## config.mk

```make
export PLATFORM = sky130hd
export DESIGN_NAME = sgre_outbuf
export DESIGN_NICKNAME = d
export VERILOG_FILES = /design/src/design/scaled_glyph_rectangle_emitter_assert.svh /design/src/design/sgre_pkg.sv /design/src/design/sgre_outbuf.sv
export SDC_FILE = /design/constraint.sdc
export NUM_CORES = 1
export LEC_CHECK = 0
export ABC_CLOCK_PERIOD_IN_PS = 5040
export BUFFER_PORTS_ARGS = -buffer_cell sky130_fd_sc_hd__buf_4
export CORE_MARGIN = 4
export CORE_UTILIZATION = 40
export DETAILED_ROUTE_END_ITERATION = 10
export GPL_TIMING_DRIVEN = 0
export PLACE_DENSITY = 0.78
export SYNTH_ARGS = -nofsm -noshare
export SYNTH_HDL_FRONTEND = slang
export SYNTH_SLANG_ARGS = --single-unit
```

## constraint.sdc

```tcl
create_clock -name clk -period 5.04 [get_ports clk]
set_clock_uncertainty 0.1 [all_clocks]
set_input_delay 0.504 -clock clk [delete_from_list [all_inputs] [get_ports clk]]
set_output_delay 0.504 -clock clk [all_outputs]
set_load 0.02 [all_outputs]
```

## src/design/scaled_glyph_rectangle_emitter_assert.svh

```systemverilog
// Assertion macros for the scaled glyph rectangle emitter.
// Included by the top level; needs nothing else.
`ifndef SCALED_GLYPH_RECTANGLE_EMITTER_ASSERT_SVH
`define SCALED_GLYPH_RECTANGLE_EMITTER_ASSERT_SVH

// Same-cycle implication, disabled while reset is asserted.
`define SGRE_ASSERT_IMPL(lbl, clk, rst_n, ante, cons) \
	lbl: assert property (@(posedge clk) disable iff (!rst_n) (ante) |-> (cons)) \
		else $error("sgre assertion failed");

// Next-cycle implication, disabled while reset is asserted.
`define SGRE_ASSERT_NEXT(lbl, clk, rst_n, ante, cons) \
	lbl: assert property (@(posedge clk) disable iff (!rst_n) (ante) |=> (cons)) \
		else $error("sgre assertion failed");

`endif

```

## src/design/sgre_pkg.sv

```systemverilog
// Shared types and constants of the scaled glyph rectangle emitter.
// Used by all modules of the block but sgre_ram; depends on nothing.
`timescale 1ns / 1ps

package sgre_pkg;

	localparam int CFG_INDEX_W = 3;
	localparam int ROW_W       = 3;
	localparam int COL_W       = 3;
	localparam int CODE_W      = 8;
	localparam int COORD_W     = 16;
	localparam int S_DATA_W    = 56;
	localparam int M_DATA_W    = 80;

	localparam logic [7:0]       TRANSPARENT = 8'd255;
	localparam logic [ROW_W-1:0] LAST_ROW    = 3'd7;
	localparam logic [COL_W-1:0] LAST_COL    = 3'd7;

	localparam logic KIND_LOAD = 1'b0;
	localparam logic KIND_DRAW = 1'b1;

	typedef enum logic [CFG_INDEX_W-1:0] {
		REG_PAGE     = 3'd0,
		REG_SCALE_X  = 3'd1,
		REG_SCALE_Y  = 3'd2,
		REG_FG_COLOR = 3'd3,
		REG_BG_COLOR = 3'd4
	} reg_index_t;

	typedef struct packed {
		logic [7:0] page;
		logic [6:0] scale_x;
		logic [6:0] scale_y;
		logic [7:0] fg_color;
		logic [7:0] bg_color;
	} cfg_t;

	typedef struct packed {
		logic                      kind;
		logic [CODE_W-1:0]         char_code;
		logic [ROW_W-1:0]          row_index;
		logic [7:0]                row_bits;
		logic signed [COORD_W-1:0] origin_x;
		logic signed [COORD_W-1:0] origin_y;
	} item_t;

	typedef struct packed {
		logic [7:0]                page;
		logic signed [COORD_W-1:0] left;
		logic signed [COORD_W-1:0] top;
		logic signed [COORD_W-1:0] right;
		logic signed [COORD_W-1:0] bottom;
		logic [7:0]                color;
	} rect_t;

	typedef struct packed {
		logic  valid;
		logic  fin;
		rect_t rect;
	} cand_t;

endpackage

```

## src/design/sgre_outbuf.sv

```systemverilog
// Output stage: holds one candidate back so that the final rectangle of a
// character can be marked, and drives the master-side stream register.
// Uses sgre_pkg.
`timescale 1ns / 1ps

module sgre_outbuf (
	input  logic                            clk,
	input  logic                            arst_n,
	input  sgre_pkg::cand_t                 cand,
	output logic                            cand_ready,
	output logic                            pend_valid,
	output logic                            m_tvalid,
	input  logic                            m_tready,
	output logic [sgre_pkg::M_DATA_W-1:0]   m_tdata,
	output logic                            m_tlast
);

	import sgre_pkg::*;

	logic  pend_valid_q;
	logic  out_valid_q;
	logic  out_last_q;
	rect_t pend_q;
	rect_t out_q;
	logic  out_free;
	logic  take_pix;
	logic  take_fin;

	assign out_free   = !out_valid_q || m_tready;
	assign cand_ready = !pend_valid_q || out_free;
	assign take_pix   = cand.valid && cand_ready;
	assign take_fin   = cand.fin && cand_ready;

	always_ff @(posedge clk or negedge arst_n) begin
		if (!arst_n) begin
			pend_valid_q <= 1'b0;
			out_valid_q  <= 1'b0;
		end else begin
			if ((take_pix || take_fin) && pend_valid_q) begin
				out_valid_q <= 1'b1;
			end else if (m_tready) begin
				out_valid_q <= 1'b0;
			end
			if (take_pix) begin
				pend_valid_q <= 1'b1;
			end else if (take_fin) begin
				pend_valid_q <= 1'b0;
			end
		end
	end

	always_ff @(posedge clk) begin
		if ((take_pix || take_fin) && pend_valid_q) begin
			out_q      <= pend_q;
			out_last_q <= take_fin;
		end
		if (take_pix) begin
			pend_q <= cand.rect;
		end
	end

	assign pend_valid = pend_valid_q;
	assign m_tvalid   = out_valid_q;
	assign m_tlast    = out_last_q;
	assign m_tdata    = {out_q.color, out_q.bottom, out_q.right, out_q.top, out_q.left,
		out_q.page};

endmodule

```

==> flow_metrics.py <==
metrics = {
    "cells_and_area": {
        "fraction_of_final_layout_cells_with_drive_strength_greater_than_1_pct": 53.7,
        "final_nets": 450,
        "most-common-layout-cells": "sky130_fd_sc_hd__buf_4 (168), sky130_fd_sc_hd__edfxtp_1 (161), sky130_fd_sc_hd__clkbuf_16 (17)",
        "multiInputGateArea_um2": 81.3,
        "final_std_cell_area_no_fill_um2": 7140,
        "final-seq-area_um2": 4880,
        "layout.cells.most_common": "sky130_fd_sc_hd__buf_4",
        "final.fill_count": 892,
        "ant_diodes": 0,
        "area_grow_syn2layout_pct": 44.2,
    },
    "floorplanning": {
        "die_x_um": 119,
        "initial_core_util_pct": 41.0,
        "boundaryPins": 169,
        "dieArea_um2": 14200,
        "die-height_um": 119,
        "core.rowCount": 40,
        "core_area_um2": 12100,
    },
    "cts": {
        "tritoncts.num_buffers": 17,
        "hold_buffers": 1,
        "cts.sinks": 163,
        "post_cts.resized_instances": 0,
        "clock_slew_at_the_register_clock_pins_of_the_worst_setup_and_hold_paths_ns": 0.06,
        "cts.path.max_buffers": 2,
        "cts_htree_levels": 4,
        "clock_latency_ns": 0.41,
        "cts_post_setup_buffers_inserted": 0,
        "clock_root_buffer": "sky130_fd_sc_hd__clkbuf_16",
        "cts_tree": "done",
    },
    "outcome": {
        "run_status": "finished, final reports clean",
    },
    "power_and_ir_drop": {
        "totalPowerFinal_mw": 3.19,
        "total_leakage_power_nw": 2.73,
        "powerDensity_nw_per_um2": 447,
        "ir_drop_uv": 232,
    },
    "synthesis": {
        "synth-warning-count": 0,
        "muxShareOfSynthArea_pct": 0,
        "syn-mean-instance-area_um2": 28.8,
        "post_synth_instance_area_um2": 4950,
        "dominant_combinational_cell_family_by_area_after_synthesis": "simple AND/OR/NAND/NOR gates",
        "postSynthNetCount": 257,
        "synth_simple_gate_area_share_pct": 0.683,
        "syn_inst": 172,
        "yosys.area.top_type_share_pct": 97.7,
        "synth_cell_type_count": 10,
        "synth.yosys.seq_area_share_pct": 98.7,
        "share_of_synthesized_cell_area_in_full_adder_half_adder_and_majority_cells_pct": 0,
        "synth.largest_area_cell": "sky130_fd_sc_hd__edfxtp_1",
        "synth_compound_area_share_pct": 0.582,
        "post_synth_xor_area_fraction_pct": 0,
        "yosys-top-cells-area": "sky130_fd_sc_hd__edfxtp_1 (98%), sky130_fd_sc_hd__dfrtp_1 (1.0%), sky130_fd_sc_hd__nor2b_4 (0.28%)",
        "synth_seq_cells": 163,
    },
    "setup_path": {
        "crit_startpoint": "pend_valid",
        "worstPathRequired_ns": 5.04,
        "reg2reg_from": "pend_valid",
        "critical_path_peak_fanout": 33,
        "cp_data_arrival_time_ns": 1.98,
        "timing.critical_path.to": "m_tdata[57]",
        "crit_path_end_kind": "flop",
        "timing.reg2reg.worst_path_depth": 3,
        "ff2ff_setup_slack_ns": 3.06,
        "critical_path_startpoint_category": "flop",
        "critPathKind": "reg -> reg",
        "critical_path.reg2reg.endpoint": "m_tdata[57]",
    },
    "sta": {
        "finalCriticalPeriod_ns": 1.98,
        "finalWorstSetupSlack_ns": 3.06,
        "timing.final.hold_violations": 0,
        "setup_viol": 0,
        "totalNegativeSetupSlack_ns": 0,
        "maxSlewHeadroom_pct": 49.2,
        "final_max_slew_viols": 0,
        "fmax_mhz": 506,
        "rsz_0062_raised_after_global_routing": "false",
        "worst-slew-pin-transition_ns": 0.759,
        "post-route-period-util_pct": 39.2,
    },
    "global_routing": {
        "grt_antenna_before_repair": 0,
        "via_count_of_the_first_global_routing_pass": 2537,
        "grt_usage_pct": 13.0,
        "grt_pass1_wl_um": 13600,
        "grt_remaining_overflow": 0,
        "pin_count_of_the_biggest_net_entering_global_routing": 34,
    },
    "min_path": {
        "hp-class": "in -> reg",
    },
    "drt": {
        "detail_route.wl_per_cell_um": 16.0,
        "drtIter0Drc": 163,
        "post-route-drc-count": 0,
        "route.detailed.vias_per_inst": 4.22,
        "post_detailed_route_count_of_antenna_violating_nets": 0,
        "route.final.wire_length_um": 8740,
        "via_count": 2306,
        "detailedRoute.firstPassIterationCount": 4,
    },
    "place": {
        "placement.io_buffers": 168,
        "dpl_worst_slack_ns": 2.93,
        "place.detailed.hpwl_um": 6380,
        "finalWeightedCongestion": 0.664,
        "placed_cell_area_um2": 6550,
    },
    "run": {
        "cap_violations": 0,
    },
}
## registers in the layout (all words and copies together), names as in the netlist
name	flops
pend_valid	1
m_tvalid	1
pend_q	80
m_tdata	80
m_tlast	1
## metal layers
metal,GRT usage [%],wire length [um],vias to the layer above
li1,-,-,1090
met1,13.9,3100,1088
met2,22.0,4710,111
met3,5.37,740,17
met4,6.95,193,0
met5,0,0,-
## cell families after synthesis
| family | Yosys count |
|---|---|
| DFF | 163 |
| AOI/OAI and AO/OA | 4 |
| and+or+nand+nor | 5 |
## synthesized netlist by cell type
master and number:
sky130_fd_sc_hd__o21ai_1 1, sky130_fd_sc_hd__nand2_1 1, sky130_fd_sc_hd__nor2_1 1, sky130_fd_sc_hd__edfxtp_1 161, sky130_fd_sc_hd__nor2b_4 1, sky130_fd_sc_hd__a21boi_0 1, sky130_fd_sc_hd__a21boi_1 1, sky130_fd_sc_hd__nand2b_1 2
sky130_fd_sc_hd__o22a_1 1, sky130_fd_sc_hd__dfrtp_1 2
## critical path, stage by stage (launching register included)
cell and delay, ns:
sky130_fd_sc_hd__dfrtp_1 0.46, sky130_fd_sc_hd__o21ai_1 0.18, sky130_fd_sc_hd__nor2_4 0.61, sky130_fd_sc_hd__buf_12 0.29
## layout make-up
cell class              count  share of cell area (%)
clock inverters             9                    1.47
clock buffers              23                    6.56
multi-input cells           9                    1.14
repair buffers            174                    19.4
well taps                 168                    2.95
flip-flops and latches    163                    68.5
## worst min path at each step
stage	startpoint	endpoint	slack, ns	depth (start not counted)
2_1_floorplan	arst_n	m_tvalid	0.11	0
3_3_place_gp	arst_n	pend_valid	0.19	1
3_5_place_dp	arst_n	m_tvalid	0.19	1
4_1_cts	cand[19]	pend_q[19]	0.14	1
5_1_grt	cand[4]	pend_q[4]	0.14	1
6_report	cand[4]	pend_q[4]	0.17	1
## per-stage QoR
stage          hold slack, ns  utilization (%)  cells
6_report                0.168             59.2    546
5_1_grt                 0.142             59.2    546
4_1_cts                 0.143             59.2    546
3_5_place_dp            0.193             54.3    513
3_3_place_gp            0.187             53.2    508
2_1_floorplan           0.108                -    172
## power breakdown
group	total (mW)	internal, mW	switching [mW]
registers	1.66	1.63	0.0301
clock network	1.22	0.753	0.467
logic	0.309	0.136	0.172
total	3.19	2.52	0.670
Power figures use the tool's default switching activity.
